[src/rtl/stq_pkg.sv]
package stq_pkg;

  // default sizes
  localparam int unsigned MAX_EVENTS_DEF = 16;
  localparam int unsigned TICK_BITS_DEF  = 48;
  localparam int unsigned TAG_BITS_DEF   = 16;

  // fixed field widths
  localparam int unsigned FREQ_BITS  = 32;
  localparam int unsigned MS_BITS    = 32;
  localparam int unsigned KIND_BITS  = 2;
  localparam int unsigned RTYPE_BITS = 2;
  localparam int unsigned PROD_BITS  = FREQ_BITS + MS_BITS;

  // millisecond scaling
  localparam int unsigned MS_PER_SEC = 1000;
  localparam int unsigned REM_BITS   = $clog2(MS_PER_SEC);

  localparam logic [FREQ_BITS-1:0] FREQ_RESET = 32'd19200000;

  // item function codes
  localparam logic FUNC_ADD     = 1'b0;
  localparam logic FUNC_SERVICE = 1'b1;

  // event kinds
  localparam logic [KIND_BITS-1:0] KIND_LOG     = 2'd0;
  localparam logic [KIND_BITS-1:0] KIND_WAKE    = 2'd1;
  localparam logic [KIND_BITS-1:0] KIND_PREEMPT = 2'd2;
  localparam logic [KIND_BITS-1:0] KIND_UNUSED  = 2'd3;

  // result codes
  localparam logic [RTYPE_BITS-1:0] RES_ADD_OK   = 2'd0;
  localparam logic [RTYPE_BITS-1:0] RES_ADD_FULL = 2'd1;
  localparam logic [RTYPE_BITS-1:0] RES_FIRED    = 2'd2;
  localparam logic [RTYPE_BITS-1:0] RES_SVC_DONE = 2'd3;

  typedef enum logic [3:0] {
    ST_IDLE,
    ST_PRE_RD,
    ST_PRE_EV,
    ST_FIND,
    ST_CALC,
    ST_HEAD_EV,
    ST_HEAD_INT,
    ST_WALK_RD,
    ST_WALK_LK,
    ST_WALK_EV,
    ST_LINK_NEW,
    ST_LINK_PREV,
    ST_SVC_RD,
    ST_SVC_EV,
    ST_OUT
  } stq_state_t;

endpackage

[src/rtl/stq_dline.sv]
module stq_dline
  import stq_pkg::*;
(
  input  logic                 clk,
  input  logic                 rst_n,
  input  logic                 start,
  input  logic [FREQ_BITS-1:0] freq,
  input  logic [MS_BITS-1:0]   ms,
  output logic                 busy,
  output logic [PROD_BITS-1:0] quot
);

  // divide by 1000 one 16-bit digit per cycle, reciprocal multiply per digit
  localparam int unsigned DIG_BITS = 16;
  localparam int unsigned NDIG     = PROD_BITS / DIG_BITS;
  localparam int unsigned CNT_BITS = $clog2(NDIG);
  localparam int unsigned X_BITS   = REM_BITS + DIG_BITS;
  localparam int unsigned SHIFT    = X_BITS + REM_BITS;
  localparam int unsigned RCP_BITS = SHIFT - REM_BITS + 1;
  localparam int unsigned MUL_BITS = X_BITS + RCP_BITS;
  localparam logic [RCP_BITS-1:0] RECIP =
    RCP_BITS'(((64'd1 << SHIFT) + 64'(MS_PER_SEC) - 64'd1) / 64'(MS_PER_SEC));
  localparam logic [X_BITS-1:0] DIVISOR = X_BITS'(MS_PER_SEC);

  logic                 busy_r, busy_nxt;
  logic [CNT_BITS-1:0]  cnt_r, cnt_nxt;
  logic [PROD_BITS-1:0] work_r, work_nxt;
  logic [PROD_BITS-1:0] quot_r, quot_nxt;
  logic [REM_BITS-1:0]  rem_r, rem_nxt;
  logic [X_BITS-1:0]    x;
  logic [MUL_BITS-1:0]  mul;
  logic [DIG_BITS-1:0]  qdig;
  logic [X_BITS-1:0]    qmul;

  // remainder and next dividend digit give one quotient digit
  always_comb begin
    x        = {rem_r, work_r[PROD_BITS-1 -: DIG_BITS]};
    mul      = MUL_BITS'(x) * MUL_BITS'(RECIP);
    qdig     = mul[SHIFT +: DIG_BITS];
    qmul     = X_BITS'(qdig) * DIVISOR;
    busy_nxt = busy_r;
    cnt_nxt  = cnt_r;
    work_nxt = work_r;
    quot_nxt = quot_r;
    rem_nxt  = rem_r;
    if (start) begin
      busy_nxt = 1'b1;
      cnt_nxt  = '0;
      work_nxt = PROD_BITS'(freq) * PROD_BITS'(ms);
      rem_nxt  = '0;
    end else if (busy_r) begin
      rem_nxt  = REM_BITS'(x - qmul);
      work_nxt = {work_r[PROD_BITS-DIG_BITS-1:0], {DIG_BITS{1'b0}}};
      quot_nxt = {quot_r[PROD_BITS-DIG_BITS-1:0], qdig};
      cnt_nxt  = cnt_r + 1'b1;
      if (cnt_r == CNT_BITS'(NDIG - 1)) begin
        busy_nxt = 1'b0;
      end
    end
  end

  always_ff @(posedge clk) begin
    if (!rst_n) begin
      busy_r <= 1'b0;
    end else begin
      busy_r <= busy_nxt;
    end
    cnt_r  <= cnt_nxt;
    work_r <= work_nxt;
    quot_r <= quot_nxt;
    rem_r  <= rem_nxt;
  end

  assign busy = busy_r;
  assign quot = quot_r;

endmodule
[config.mk]
export PLATFORM = sky130hd
export DESIGN_NAME = stq_dline
export DESIGN_NICKNAME = d
export VERILOG_FILES = /design/src/rtl/stq_pkg.sv /design/src/rtl/stq_dline.sv
export SDC_FILE = /design/constraint.sdc
export NUM_CORES = 2
export LEC_CHECK = 0
export BUFFER_PORTS_ARGS = -buffer_cell sky130_fd_sc_hd__buf_2
export CAP_MARGIN = 20
export CORE_AREA = 4 4 278 280
export DETAILED_ROUTE_END_ITERATION = 8
export DIE_AREA = 0 0 282 284
export PLACE_DENSITY = 0.82
export SETUP_SLACK_MARGIN = 0.3
export SLEW_MARGIN = 20
export SYNTH_ARGS = -nofsm -noshare
export SYNTH_HDL_FRONTEND = slang
export SYNTH_SLANG_ARGS = --single-unit
[constraint.sdc]
create_clock -name clk -period 11.17 [get_ports clk]
set_clock_uncertainty 0.15 [all_clocks]
set_input_delay 2.7925 -clock clk [delete_from_list [all_inputs] [get_ports clk]]
set_output_delay 2.7925 -clock clk [all_outputs]
set_load 0.01 [all_outputs]
==> results by group <==
STA
  • Slew of the pin with the lowest slew margin: 0.944 ns
  • Worst Setup Slack, final: 0.582 ns
  • Final Hold Vio Count: 0
  • Period utilization: 94.8%
  • Hold WS: 0.285 ns
  • Final slew viol count: 0
  • RSZ-0062 raised after global routing: yes
  • Relative slew slack: 37.1%
  • Tmin final: 10.59 ns
  • # setup viols final: 0
  • Max Clock Freq: 94.4 MHz
  • Setup tns final: 0 ns

Worst setup path
  • Critical Path RT: 11.35 ns
  • RR Endpoint: rem_r[9]
  • Critical Path Max Stage Delay: 0.74 ns
  • Path type of the worst setup path: flip-flop to flip-flop
  • CP endpoint kind: flip-flop
  • Worst R2R Start: work_r[58]
  • Crit Path Max Fanout: 9
  • Crit path top cell by count: fa_1
  • CP startpoint kind: flip-flop
  • Reg2reg path depth: 33
  • Critical Path AT: 10.77 ns
  • R2r setup slk: 0.58 ns
  • Slowest cell on the critical path: edfxtp_1

Hold path
  • HP Class: flip-flop to flip-flop
  • WHS Endpoint: quot[43]
  • Hold depth: 0
  • HP Start: quot[27]

Run status
  • Status: completed

Routing
  • Initial DRC count: 2,517
  • Drt via density: 5.66
  • Final wirelength: 122,000 µm
  • DRT Pass-1 Iters: 6
  • Drt drc: 0
  • Antenna-violating nets left: 0
  • Avg WL per Cell: 19.8 µm
  • Via total after detailed routing: 34,900

GRT
  • Vias in the first global route: 38,700
  • Initial antenna violation count: 7
  • Total GRT Usage: 31.6%
  • Global-route wire length before repair: 198,000 µm
  • Total grt overflow: 0
  • Largest net degree at the start of global routing: 84

CTS
  • CTS tree: done
  • CTS buffer count: 17
  • H-tree lvl count: 4
  • Clk root buf: clkbuf_16
  • Sink Count: 141
  • CTS max path bufs: 2
  • Clk slew on worst S/H paths: 0.06 ns
  • Clk_lat worst skew: 0.45 ns

Logic synthesis
  • Async SR Flop Fraction: 0%
  • Number of flops mapped to enable cells by yosys: 128
  • Top-count cell post-synth: inv_1
  • Post-synth top area share: 46.0%
  • Synth area leader: fa_1
  • Seq cells post-synth: 141
  • Synth Flop Type: edfxtp_1
  • Syn_nets: 6,864
  • Yosys Warn Count: 0
  • Post-synth top cells: inv_1, fa_1, nand2_1
  • Syn Area/Cell: 9.42 µm²
  • Synth Cell Area: 0.0484 mm²
  • Distinct cells, synth: 72
  • Post-synthesis sequential area ratio: 8.48%
  • Synth top area cells: fa_1, ha_1, inv_1
  • Cells after synthesis: 5,137

Run
  • Max-Cap Viols: 0

Floorplanning
  • Die Ht: 284 µm
  • Row count: 100
  • Die ar.: 0.0801 mm²
  • Core area: 0.0744 mm²
  • Num ports: 132
  • Initial Util: 65.0%
  • Die Wd: 282 µm

Final layout
  • Final nets: 6,898
  • Layout cells sized above 1: 6.40%
  • Design area: 0.0509 mm²
  • Layout area overhead: 5.13%

Placed design
  • PortBufs: 131
  • Placement Setup Slack: 0.0603 ns
  • Placed Area: 0.0502 mm²
  • DPL Wire Length: 103,000 µm
  • GP Congestion: 0.966
==> worst max path at each step <==
stage               start  cells after the start  slack (ns)         end
6_report       work_r[58]                     33        0.58    rem_r[9]
4_1_cts        work_r[57]                     33        0.43    rem_r[9]
3_5_place_dp        ms[5]                     26        0.06  work_r[59]
3_3_place_gp        ms[5]                     26        0.24  work_r[59]
2_1_floorplan    freq[13]                     30        0.89  work_r[61]
5_1_grt        work_r[58]                     33        0.24    rem_r[9]
==> stage by stage <==
step                instances  util [%]
finish                   6158      68.3
global route             6154      68.3
CTS                      6144      68.2
detailed placement       6112      67.4
global placement         6112      67.4
floorplan                5137         -
==> state kept, by name, summed over array words and instances (netlist names) <==
name,cells
work_r,64
quot,64
rem_r,10
cnt_r,2
busy,1
==> logic make-up after synthesis <==
kind of cell	after synthesis	share of synthesized area, %
AOI/OAI and AO/OA	306	4.20
and+or+nand+nor	1295	11.9
DFF	141	8.48
buffers and inverters	1598	12.4
muxes	48	1.11
xor gates and xnor gates	89	1.67
adders and majority gates	1660	60.2
==> cell usage in the layout, fill, tap and decap left out, drive strengths merged, types with 5 or more instances in the layout <==
cell / instances
a21o: 44
dfxtp: 13
a21boi: 7
xnor2: 63
nand4: 22
buf: 225
clkinv: 7
or2: 5
o21bai: 12
clkbuf: 29
inv: 1382
a31oi: 8
o21ai: 56
mux2i: 7
and3: 5
nor2: 74
diode: 5
o211ai: 5
ha: 549
nand3: 30
a2111oi: 6
fa: 1111
and2: 266
nand2: 838
nor2b: 12
xor2: 25
a21oi: 96
o21a: 15
edfxtp: 128
a211oi: 10
nor3: 17
o2111ai: 5
o31ai: 6
nand2b: 10
mux2: 41
==> what timing repair did <==
item                                    CTS  global route
endpoints found under the hold margin     0             0
hold buffers                              0             0
endpoints found under the setup margin    0             7
buffers inserted                          0             9
gates resized for setup                   0            14
==> worst max-delay path: cells and delay by family, from the launching register on <==
kind                     cells  cell delay, ns
buffers and inverters        7            0.45
adder cells (fa/ha/maj)     14            5.93
AND/OR/NAND/NOR              3            0.79
AO/OA/AOI/OAI                6            1.86
XOR/XNOR                     3            0.57
flip-flops                   1            0.74
==> cell type report <==
class | count | area, µm²
multi-input combinational | 3398 | 38300
fill | 5512 | 23600
inverter | 1376 | 5160
sequential | 141 | 4100
timing repair buffer | 237 | 1520
tap | 969 | 1210
clock buffer | 17 | 425
clock inverter | 15 | 136
antenna | 5 | 12.5
==> per-layer routing <==
layer | GRT usage, % | vias up | part of all wire [%]
li1 | - | 15200 | -
met1 | 38.7 | 17600 | 36
met2 | 52.9 | 1686 | 49
met3 | 9.49 | 367 | 11
met4 | 11.7 | 4 | 4.2
met5 | 0 | - | 0.022
Power is left out: the tool's default activity adds up to more than one toggle a clock period on the data nets, which glitch-free logic cannot reach.
