### config.mk
export PLATFORM = sky130hd
export DESIGN_NAME = stq_ram
export DESIGN_NICKNAME = d
export VERILOG_FILES = /design/src/rtl/stq_pkg.sv /design/src/rtl/stq_ram.sv
export SDC_FILE = /design/constraint.sdc
export NUM_CORES = 1
export LEC_CHECK = 0
export ABC_AREA = 0
export BUFFER_PORTS_ARGS = -buffer_cell sky130_fd_sc_hd__clkbuf_2
export CORE_ASPECT_RATIO = 0.75
export CORE_UTILIZATION = 35
export DETAILED_ROUTE_END_ITERATION = 8
export PLACE_DENSITY = 0.58
export SETUP_SLACK_MARGIN = 0.05
export SLEW_MARGIN = 10
export SYNTH_ARGS = -nofsm -noshare
export SYNTH_HDL_FRONTEND = slang
export SYNTH_SLANG_ARGS = --single-unit
### constraint.sdc
create_clock -name clk -period 11.8 [get_ports clk]
set_input_delay 1.77 -clock clk [delete_from_list [all_inputs] [get_ports clk]]
set_output_delay 1.77 -clock clk [all_outputs]
set_load 0.02 [all_outputs]
### src/rtl/stq_pkg.sv
package stq_pkg;

  // default sizes
  localparam int unsigned MAX_EVENTS_DEF = 16;
  localparam int unsigned TICK_BITS_DEF  = 48;
  localparam int unsigned TAG_BITS_DEF   = 16;

  // fixed field widths
  localparam int unsigned FREQ_BITS  = 32;
  localparam int unsigned MS_BITS    = 32;
  localparam int unsigned KIND_BITS  = 2;
  localparam int unsigned RTYPE_BITS = 2;
  localparam int unsigned PROD_BITS  = FREQ_BITS + MS_BITS;

  // millisecond scaling
  localparam int unsigned MS_PER_SEC = 1000;
  localparam int unsigned REM_BITS   = $clog2(MS_PER_SEC);

  localparam logic [FREQ_BITS-1:0] FREQ_RESET = 32'd19200000;

  // item function codes
  localparam logic FUNC_ADD     = 1'b0;
  localparam logic FUNC_SERVICE = 1'b1;

  // event kinds
  localparam logic [KIND_BITS-1:0] KIND_LOG     = 2'd0;
  localparam logic [KIND_BITS-1:0] KIND_WAKE    = 2'd1;
  localparam logic [KIND_BITS-1:0] KIND_PREEMPT = 2'd2;
  localparam logic [KIND_BITS-1:0] KIND_UNUSED  = 2'd3;

  // result codes
  localparam logic [RTYPE_BITS-1:0] RES_ADD_OK   = 2'd0;
  localparam logic [RTYPE_BITS-1:0] RES_ADD_FULL = 2'd1;
  localparam logic [RTYPE_BITS-1:0] RES_FIRED    = 2'd2;
  localparam logic [RTYPE_BITS-1:0] RES_SVC_DONE = 2'd3;

  typedef enum logic [3:0] {
    ST_IDLE,
    ST_PRE_RD,
    ST_PRE_EV,
    ST_FIND,
    ST_CALC,
    ST_HEAD_EV,
    ST_HEAD_INT,
    ST_WALK_RD,
    ST_WALK_LK,
    ST_WALK_EV,
    ST_LINK_NEW,
    ST_LINK_PREV,
    ST_SVC_RD,
    ST_SVC_EV,
    ST_OUT
  } stq_state_t;

endpackage

### src/rtl/stq_ram.sv
module stq_ram
  import stq_pkg::*;
#(
  parameter int unsigned WIDTH = TICK_BITS_DEF,
  parameter int unsigned DEPTH = MAX_EVENTS_DEF
) (
  input  logic                     clk,
  input  logic                     we,
  input  logic [$clog2(DEPTH)-1:0] waddr,
  input  logic [WIDTH-1:0]         wdata,
  input  logic [$clog2(DEPTH)-1:0] raddr,
  output logic [WIDTH-1:0]         rdata
);

  logic [WIDTH-1:0] mem [DEPTH];

  // one write port, registered read port
  always_ff @(posedge clk) begin
    if (we) begin
      mem[waddr] <= wdata;
    end
    rdata <= mem[raddr];
  end

endmodule

==> results.sh, run 1 <==
export IMPL_syn_area_sq_um=29700
export IMPL_dieArea_sq_um=86000
export IMPL_dp_hpwl_mm=30.4
export IMPL_status="completed"
export IMPL_r2r_start="mem[3][3]"
export IMPL_ff2ff_setup_slack_ps=10470
export IMPL_grt_pass1_vias=13900
export IMPL_rows=92
export IMPL_synth_edff_count=768
export IMPL_seq_area_sq_um=24000
export IMPL_cts_htree_levels=3
export IMPL_cts_tree="done"
export IMPL_ys_top_cells_by_count="edfxtp_1 (768), mux4_2 (192), a22oi_1 (96)"
export IMPL_cts_hold_buf=0
export IMPL_clockBufferDepth=3
export IMPL_cts_root_buffer="clkbuf_16"
export IMPL_clk_latency_ps=610
export IMPL_finClkSkew_ps=13.9
export IMPL_hold_viol=0
export IMPL_fin_crit_ps=3720
export IMPL_post_cts_resized=0
export IMPL_drt_first_pass_iters=5
export IMPL_min_from="mem[15][38]"
export IMPL_area_delta_synth_final_pct=14.8
export IMPL_worstSetupPathType="in -> reg"
export IMPL_synth_top_area_share_pct=77.7
export IMPL_vias=13400
export IMPL_synth_top_cell_by_area="edfxtp_1"
export IMPL_fillers=7318
export IMPL_relSlewSlack_pct=27.7
export IMPL_r2r_cells=3
export IMPL_synthCells=1242
export IMPL_fin_total_pwr_uw=5960
export IMPL_ys_flop_type="edfxtp_1"
export IMPL_drv_cap=0
export IMPL_die_w_um=338
export IMPL_critPathArrivalTime_ps=4210
export IMPL_ys_warn_count=0
export IMPL_rsz0062_at_grt="no"
export IMPL_synth_most_common_cell="edfxtp_1"
export IMPL_vias_per_cell=5.20
export IMPL_holdCritPathClass="reg -> reg"
export IMPL_whs_ps=669
export IMPL_ir_drop_mv=0.0943
export IMPL_min_path_cells=3
export IMPL_cp_start_kind="input pin"
export IMPL_tns_ps=0
export IMPL_drive_above_1_share_pct=30.9
export IMPL_die_h_um=254
export IMPL_grt_pass1_wl_mm=97.5
export IMPL_synth_cell_types=17
export IMPL_critPathMaxFanout=66
export IMPL_end_kind="flip-flop"
export IMPL_grt_ovfl_total=0
export IMPL_min_to="rdata[38]"
export IMPL_synth_fp_nets=1300
export IMPL_p_leak_uw=0.0108
export IMPL_clock_fmax_mhz=269
export IMPL_syn_avg_cell_area_sq_um=23.9
export IMPL_drt_initial_drc_count=1175
export IMPL_clk_pin_slew_worst_paths_ps=60
export IMPL_yosys_top_cells_area="edfxtp_1 (78%), mux4_2 (15%), dfxtp_1 (3.2%), a22oi_1 (2.4%), nand2_1 (0.62%)"
export IMPL_drcViolationCount=0
export IMPL_grtUsageTotal_pct=15.7
export IMPL_max_slew_worst_pin_slew_ps=1080
export IMPL_place_gp_congestion=0.696
export IMPL_setup_viol=0
export IMPL_slew_viol_final=0
export IMPL_cts_setup_buffers=0
export IMPL_ys_seq_area_share_pct=80.9
export IMPL_ys_seq_elements=816
export IMPL_drt_wl_total_mm=67.0
export IMPL_antenna_found_initial=8
export IMPL_io_pins=106
export IMPL_initial_utilization_pct=35.3
export IMPL_p_per_area_nw_per_um2=175
export IMPL_dp_cells=2439
export IMPL_multiInputGateArea_sq_um=5490
export IMPL_reg2reg_to="rdata[3]"
export IMPL_finalCritPeriodShare_pct=31.5
export IMPL_clock_sinks=816
export IMPL_critPathRequiredTime_ps=12290
export IMPL_ant_nets=0
export IMPL_async_flop_share_pct=0
export IMPL_cts_buffers=74
export IMPL_grt_max_degree=80
export IMPL_core_sq_um=84000
export IMPL_portBuffers=105
export IMPL_avgRoutedWirePerCell_um=26.0
export IMPL_nNetsFinal=1445
export IMPL_finalNonFillerCells=2577
[layout make-up]
class	count	area share, %
Antenna cell	2	0.0147
Sequential cell	816	70.5
Multi-Input combinational cell	363	16.1
Timing Repair Buffer	132	2.19
Tap cell	1128	4.14
Clock inverter	33	0.914
Clock buffer	103	6.18
[kinds of logic after synthesis]
logic type | Yosys count | synth area share (%)
DFF | 816 | 80.9
muxes | 192 | 14.6
AOI/OAI and AO/OA | 96 | 2.43
and+or+nand+nor | 75 | 1.05
buffers and inverters | 63 | 1.06
[layout by cell type, fill, tap and decap left out]
cell type   instances
a22oi_1            96
nand2b_1            2
clkbuf_8            5
buf_8               1
nand3b_1            2
clkinvlp_4          1
or3b_2              1
and2_2              1
clkbuf_1           20
inv_6               3
clkinv_2            9
edfxtp_1          768
bufinv_16           6
nand2_1            49
clkbuf_16          79
clkbuf_2          103
nor2_4             13
buf_4              27
mux4_2            192
nor3_2              4
nor2b_4             2
dfxtp_1            48
nand3_1             1
diode_2             2
clkinv_1           14
[metal layers]
metal	global-route usage, %	wire, um
met5	0	81
met4	3.52	1080
met3	3.19	4190
met2	24.8	31300
met1	22.6	30300
[sequential cells by signal (all words and copies together), names as in the netlist]
| signal | cells |
|---|---|
| rdata | 48 |
| mem | 768 |
[worst max-delay path, stage by stage]
cell and delay [ps]:
buf_8 540, buf_4 820, mux4_2 590, a22oi_1 240
nand2_1 90
[metrics by stage]
stage / cell area [sq um] / utilization (%) / setup slack [ps]
2_1_floorplan: 29700 / - / 5730
3_3_place_gp: 31700 / 37.7 / 7360
3_5_place_dp: 31700 / 37.7 / 7370
4_1_cts: 34100 / 40.6 / 8020
5_1_grt: 34100 / 40.6 / 7820
6_report: 34100 / 40.6 / 8080
[where the power goes]
| part | internal, uW | switching, uW | leakage, uW |
|---|---|---|---|
| registers | 3240 | 24.9 | 0.00734 |
| clock network | 1380 | 1020 | 0.00118 |
| logic | 111 | 183 | 0.00225 |
| total | 4730 | 1230 | 0.0108 |
[how the worst max path moves through the flow]
stage,cells after the start,to,from
after detailed placement,5,rdata[41],raddr[0]
after global routing,5,rdata[39],raddr[0]
final,5,rdata[39],raddr[0]
after global placement,5,rdata[37],raddr[0]
after floorplan,2,mem[0][0],waddr[2]
after CTS,5,rdata[41],raddr[0]
Power figures use the tool's default switching activity.
==> inputs of run 2 (changes only) <==
==> constraint.sdc (replaced) <==
create_clock -name clk -period 3.5 [get_ports clk]
set_input_delay 0.525 -clock clk [delete_from_list [all_inputs] [get_ports clk]]
set_output_delay 0.525 -clock clk [all_outputs]
set_load 0.02 [all_outputs]
==> results.sh, run 2 (same netlist as run 1, synthesis figures left out) <==
export IMPL_status="completed"
export IMPL_clk_latency_ps=620
export IMPL_fillers=7274
export IMPL_p_per_area_nw_per_um2=591
export IMPL_rsz0062_at_grt="no"
export IMPL_whs_ps=309
export IMPL_crit_slowest_cell="dfxtp_1"
export IMPL_setup_viol=0
export IMPL_nNetsFinal=1464
export IMPL_initial_utilization_pct=35.3
export IMPL_post_cts_resized=0
export IMPL_finalCritPeriodShare_pct=53.4
export IMPL_clk_pin_slew_worst_paths_ps=60
export IMPL_cp_start_kind="flip-flop"
export IMPL_clockBufferDepth=3
export IMPL_drt_wl_total_mm=66.4
export IMPL_drv_cap=0
export IMPL_ant_nets=0
export IMPL_seq_area_sq_um=24000
export IMPL_finalNonFillerCells=2598
export IMPL_finClkSkew_ps=13.5
export IMPL_place_gp_congestion=0.692
export IMPL_cts_buffers=77
export IMPL_drt_first_pass_iters=5
export IMPL_grt_max_degree=68
export IMPL_relSlewSlack_pct=42.1
export IMPL_end_kind="output pin"
export IMPL_drcViolationCount=0
export IMPL_dp_hpwl_mm=33.3
export IMPL_avgRoutedWirePerCell_um=25.6
export IMPL_regMostFlops="mem"
export IMPL_worstPathCellList="clkbuf_2"
export IMPL_critPathMaxFanout=1
export IMPL_fin_crit_ps=1870
export IMPL_grt_ovfl_total=0
export IMPL_vias_per_cell=5.18
export IMPL_portBuffers=105
export IMPL_worstSetupPathType="reg -> out"
export IMPL_die_h_um=254
export IMPL_cts_root_buffer="clkbuf_16"
export IMPL_grt_pass1_vias=14000
export IMPL_final_common_cell="edfxtp_1"
export IMPL_dieArea_sq_um=86000
export IMPL_cts_setup_buffers=0
export IMPL_critPathRequiredTime_ps=2970
export IMPL_slew_viol_final=0
export IMPL_max_slew_worst_pin_slew_ps=866
export IMPL_cts_htree_levels=3
export IMPL_drt_initial_drc_count=1325
export IMPL_clock_sinks=816
export IMPL_antenna_found_initial=4
export IMPL_slowest_delay_ps=500
export IMPL_core_sq_um=84000
export IMPL_p_leak_uw=0.0110
export IMPL_reg_largest_list="mem: 768 flops, rdata: 48 flops"
export IMPL_area_delta_synth_final_pct=16.7
export IMPL_multiInputGateArea_sq_um=5520
export IMPL_critical_path_top_delay_family="flip-flops"
export IMPL_grt_pass1_wl_mm=96.8
export IMPL_largest_register_ffs=768
export IMPL_cts_hold_buf=0
export IMPL_cts_tree="done"
export IMPL_critPathArrivalTime_ps=1340
export IMPL_die_w_um=338
export IMPL_path_buf_inv=1
export IMPL_drive_above_1_share_pct=31.9
export IMPL_final_cell_mix="edfxtp_1 (768), mux4_2 (192), clkbuf_2 (103)"
export IMPL_clock_fmax_mhz=535
export IMPL_hold_viol=0
export IMPL_holdCritPathClass="in -> reg"
export IMPL_dp_cells=2455
export IMPL_rows=92
export IMPL_io_pins=106
export IMPL_ir_drop_mv=0.355
export IMPL_grtUsageTotal_pct=15.6
export IMPL_vias=13500
## run 2: cell count changes in the layout (fill, tap and decap cells not counted), sizes merged
cell,delta
buf,+16
bufinv,+1
clkbuf,+17
clkinv,-13
diode,-1
inv,+1
## run 2: stage by stage
step                      TNS [ps]  area, sq um  util [%]  setup WS (ps)  power [uW]
after detailed placement         0        32100      38.2           1050       12300
final                            0        34600      41.2           1630       20500
after global routing             0        34600      41.2           1560       21100
after global placement           0        32100      38.2           1040       12200
after floorplan              -3770        29700         -          -26.2       11800
after CTS                        0        34600      41.2           1620       20700
## run 2: power by group
part           switching (uW)  internal (uW)  leakage [uW]
Combinational             626            400       0.00241
Sequential               89.6          10900       0.00734
Clock                    3480           4960       0.00124
## run 2: final timing paths
check | endpoint | cells after the start | slack [ps] | start
min | mem[14][4] | 1 | 310 | wdata[4]
max reg2reg | rdata[32] | 3 | 2070 | mem[3][32]
max | rdata[47] | 1 | 1630 | rdata[47]
min reg2reg | rdata[22] | 3 | 660 | mem[14][22]
## run 2: layout make-up
cell class	instances	share of cell area, %
clock buffer	120	6.50
tap	1128	4.07
clock inverter	22	0.903
timing repair buffer	148	3.26
sequential	816	69.3
antenna	1	0.00722
multi-input combinational	363	15.9
## run 2: metal layers
layer	GRT usage, %	up-vias	wire length, um
li1	-	5657	-
met1	23.0	7308	31000
met2	23.3	400	29800
met3	3.79	90	4520
met4	3.44	8	1040
met5	0	-	62
## run 2: worst reg2reg max path, stage by stage (launching register included)
cell      delay (ps)
edfxtp_1         360
mux4_2           470
a22oi_1          290
nand2_1          160
==> inputs of run 3 (changes only) <==
--- a/config.mk
+++ b/config.mk
@@ -10,7 +10,7 @@
 export CORE_ASPECT_RATIO = 0.75
 export CORE_UTILIZATION = 35
 export DETAILED_ROUTE_END_ITERATION = 8
-export PLACE_DENSITY = 0.58
+export PLACE_DENSITY = 0.6
 export SETUP_SLACK_MARGIN = 0.05
 export SLEW_MARGIN = 10
 export SYNTH_ARGS = -nofsm -noshare
==> constraint.sdc (replaced) <==
create_clock -name clk -period 1.7 [get_ports clk]
set_input_delay 0.255 -clock clk [delete_from_list [all_inputs] [get_ports clk]]
set_output_delay 0.255 -clock clk [all_outputs]
set_load 0.02 [all_outputs]
==> results.sh, run 3 (same netlist as run 1, synthesis figures left out) <==
export IMPL_p_leak_uw=0.0115
export IMPL_p_per_area_nw_per_um2=1190
export IMPL_core_sq_um=84000
export IMPL_grt_pass1_wl_mm=98.4
export IMPL_tns_ps=0
export IMPL_final_util_pct=42.3
export IMPL_reg_largest_list="mem: 768 flops, rdata: 48 flops"
export IMPL_area_delta_synth_final_pct=19.8
export IMPL_slew_viol_final=0
export IMPL_dp_hpwl_mm=38.3
export IMPL_grt_use_met3_pct=4.13
export IMPL_critPathRequiredTime_ps=1440
export IMPL_ant_nets=0
export IMPL_clock_fmax_mhz=633
export IMPL_finClkSkew_ps=21.5
export IMPL_status="completed"
export IMPL_portBuffers=105
export IMPL_final_common_cell="edfxtp_1"
export IMPL_clockBufferDepth=3
export IMPL_worstSetupPathType="reg -> out"
export IMPL_dp_cells=2520
export IMPL_largest_register_ffs=768
export IMPL_drv_cap=0
export IMPL_use_met2_pct=23.8
export IMPL_drt_first_pass_iters=5
export IMPL_max_slew_worst_pin_slew_ps=738
export IMPL_grt_max_degree=38
export IMPL_vias=13800
export IMPL_worstPathCellList="clkbuf_2"
export IMPL_clock_sinks=816
export IMPL_final_cell_mix="edfxtp_1 (768), mux4_2 (192), clkbuf_2 (103)"
export IMPL_critPathArrivalTime_ps=1320
export IMPL_critPathMaxFanout=1
export IMPL_avgRoutedWirePerCell_um=25.0
export IMPL_grt_pass1_vias=14300
export IMPL_antenna_found_initial=4
export IMPL_die_w_um=338
export IMPL_initial_utilization_pct=35.3
export IMPL_holdCritPathClass="in -> reg"
export IMPL_cts_setup_buffers=0
export IMPL_grtUsageTotal_pct=15.7
export IMPL_cts_tree="done"
export IMPL_dieArea_sq_um=86000
export IMPL_grt_busiest_layer="met2"
export IMPL_rows=92
export IMPL_place_gp_congestion=0.717
export IMPL_dpl_worst_slack_ps=-209
export IMPL_worst_slack_ps=121
export IMPL_cp_start_kind="flip-flop"
export IMPL_cts_htree_levels=3
export IMPL_relSlewSlack_pct=50.8
export IMPL_rsz0062_at_grt="no"
export IMPL_setup_viol=0
export IMPL_drcViolationCount=0
export IMPL_end_kind="output pin"
export IMPL_fillers=7234
export IMPL_critical_path_top_delay_family="flip-flops"
export IMPL_hold_viol=0
export IMPL_finalNonFillerCells=2668
export IMPL_drt_wl_total_mm=66.7
export IMPL_nNetsFinal=1536
export IMPL_crit_slowest_cell="dfxtp_1"
export IMPL_regMostFlops="mem"
export IMPL_cts_buffers=80
export IMPL_cts_root_buffer="clkbuf_16"
export IMPL_drt_initial_drc_count=1307
export IMPL_path_buf_inv=1
export IMPL_ir_drop_mv=0.771
export IMPL_clk_latency_ps=630
export IMPL_die_h_um=254
export IMPL_slowest_delay_ps=480
export IMPL_vias_per_cell=5.18
export IMPL_drive_above_1_share_pct=35.4
export IMPL_clk_pin_slew_worst_paths_ps=60
export IMPL_fin_crit_ps=1580
export IMPL_finalCritPeriodShare_pct=92.9
export IMPL_fin_total_pwr_uw=42400
export IMPL_io_pins=106
export IMPL_grt_ovfl_total=0
export IMPL_use_met1_pct=22.9
[run 3: cell count changes in the layout (fill, tap and decap cells not counted), moves of 4 or more]
cell / previous run / this run
clkbuf_1: 30 / 17
clkbuf_8: 11 / 4
dlygate4sd3_1: 0 / 4
buf_4: 22 / 57
clkinv_1: 4 / 11
buf_12: 21 / 51
clkinv_2: 4 / 16
[run 3: worst paths after layout]
| check | start | end | slack (ps) | depth (start not counted) |
|---|---|---|---|---|
| min | wdata[1] | mem[13][1] | 40 | 1 |
| max | rdata[47] | rdata[47] | 120 | 1 |
| max reg2reg | mem[2][40] | rdata[40] | 180 | 3 |
| min reg2reg | mem[12][26] | rdata[26] | 670 | 3 |
[run 3: layout make-up]
| cell class | instances | area, sq um | area share, % |
|---|---|---|---|
| diodes | 1 | 2.50 | 0.00703 |
| clock buffers | 102 | 2160 | 6.06 |
| clock inverters | 41 | 399 | 1.12 |
| multi-input cells | 363 | 5550 | 15.6 |
| flip-flops and latches | 816 | 24000 | 67.5 |
| well taps | 1128 | 1410 | 3.97 |
| repair buffers | 217 | 2030 | 5.72 |
[run 3: layer usage]
| metal | share of wire (%) | up-vias |
|---|---|---|
| li1 | - | 5809 |
| met1 | 45 | 7457 |
| met2 | 45 | 456 |
| met3 | 7.6 | 87 |
| met4 | 1.6 | 6 |
| met5 | 0.058 | - |
[run 3: per-stage QoR]
step	hold slack [ps]	area, sq um
CTS	13.8	35600
floorplan	354	29800
global route	38.6	35600
finish	38.9	35600
global placement	641	33000
detailed placement	659	33000
[run 3: timing repair]
action / 4_1_cts / 5_1_grt
endpoints found under the setup margin: 0 / 1
resized for setup: 0 / 1
endpoints found under the hold margin: 42 / 0
hold buffers: 4 / 0
[run 3: power by group]
part           internal (uW)  total (uW)  switching, uW
Sequential             22500       22700            173
Combinational            963        2300           1340
Clock                  10100       17400           7330
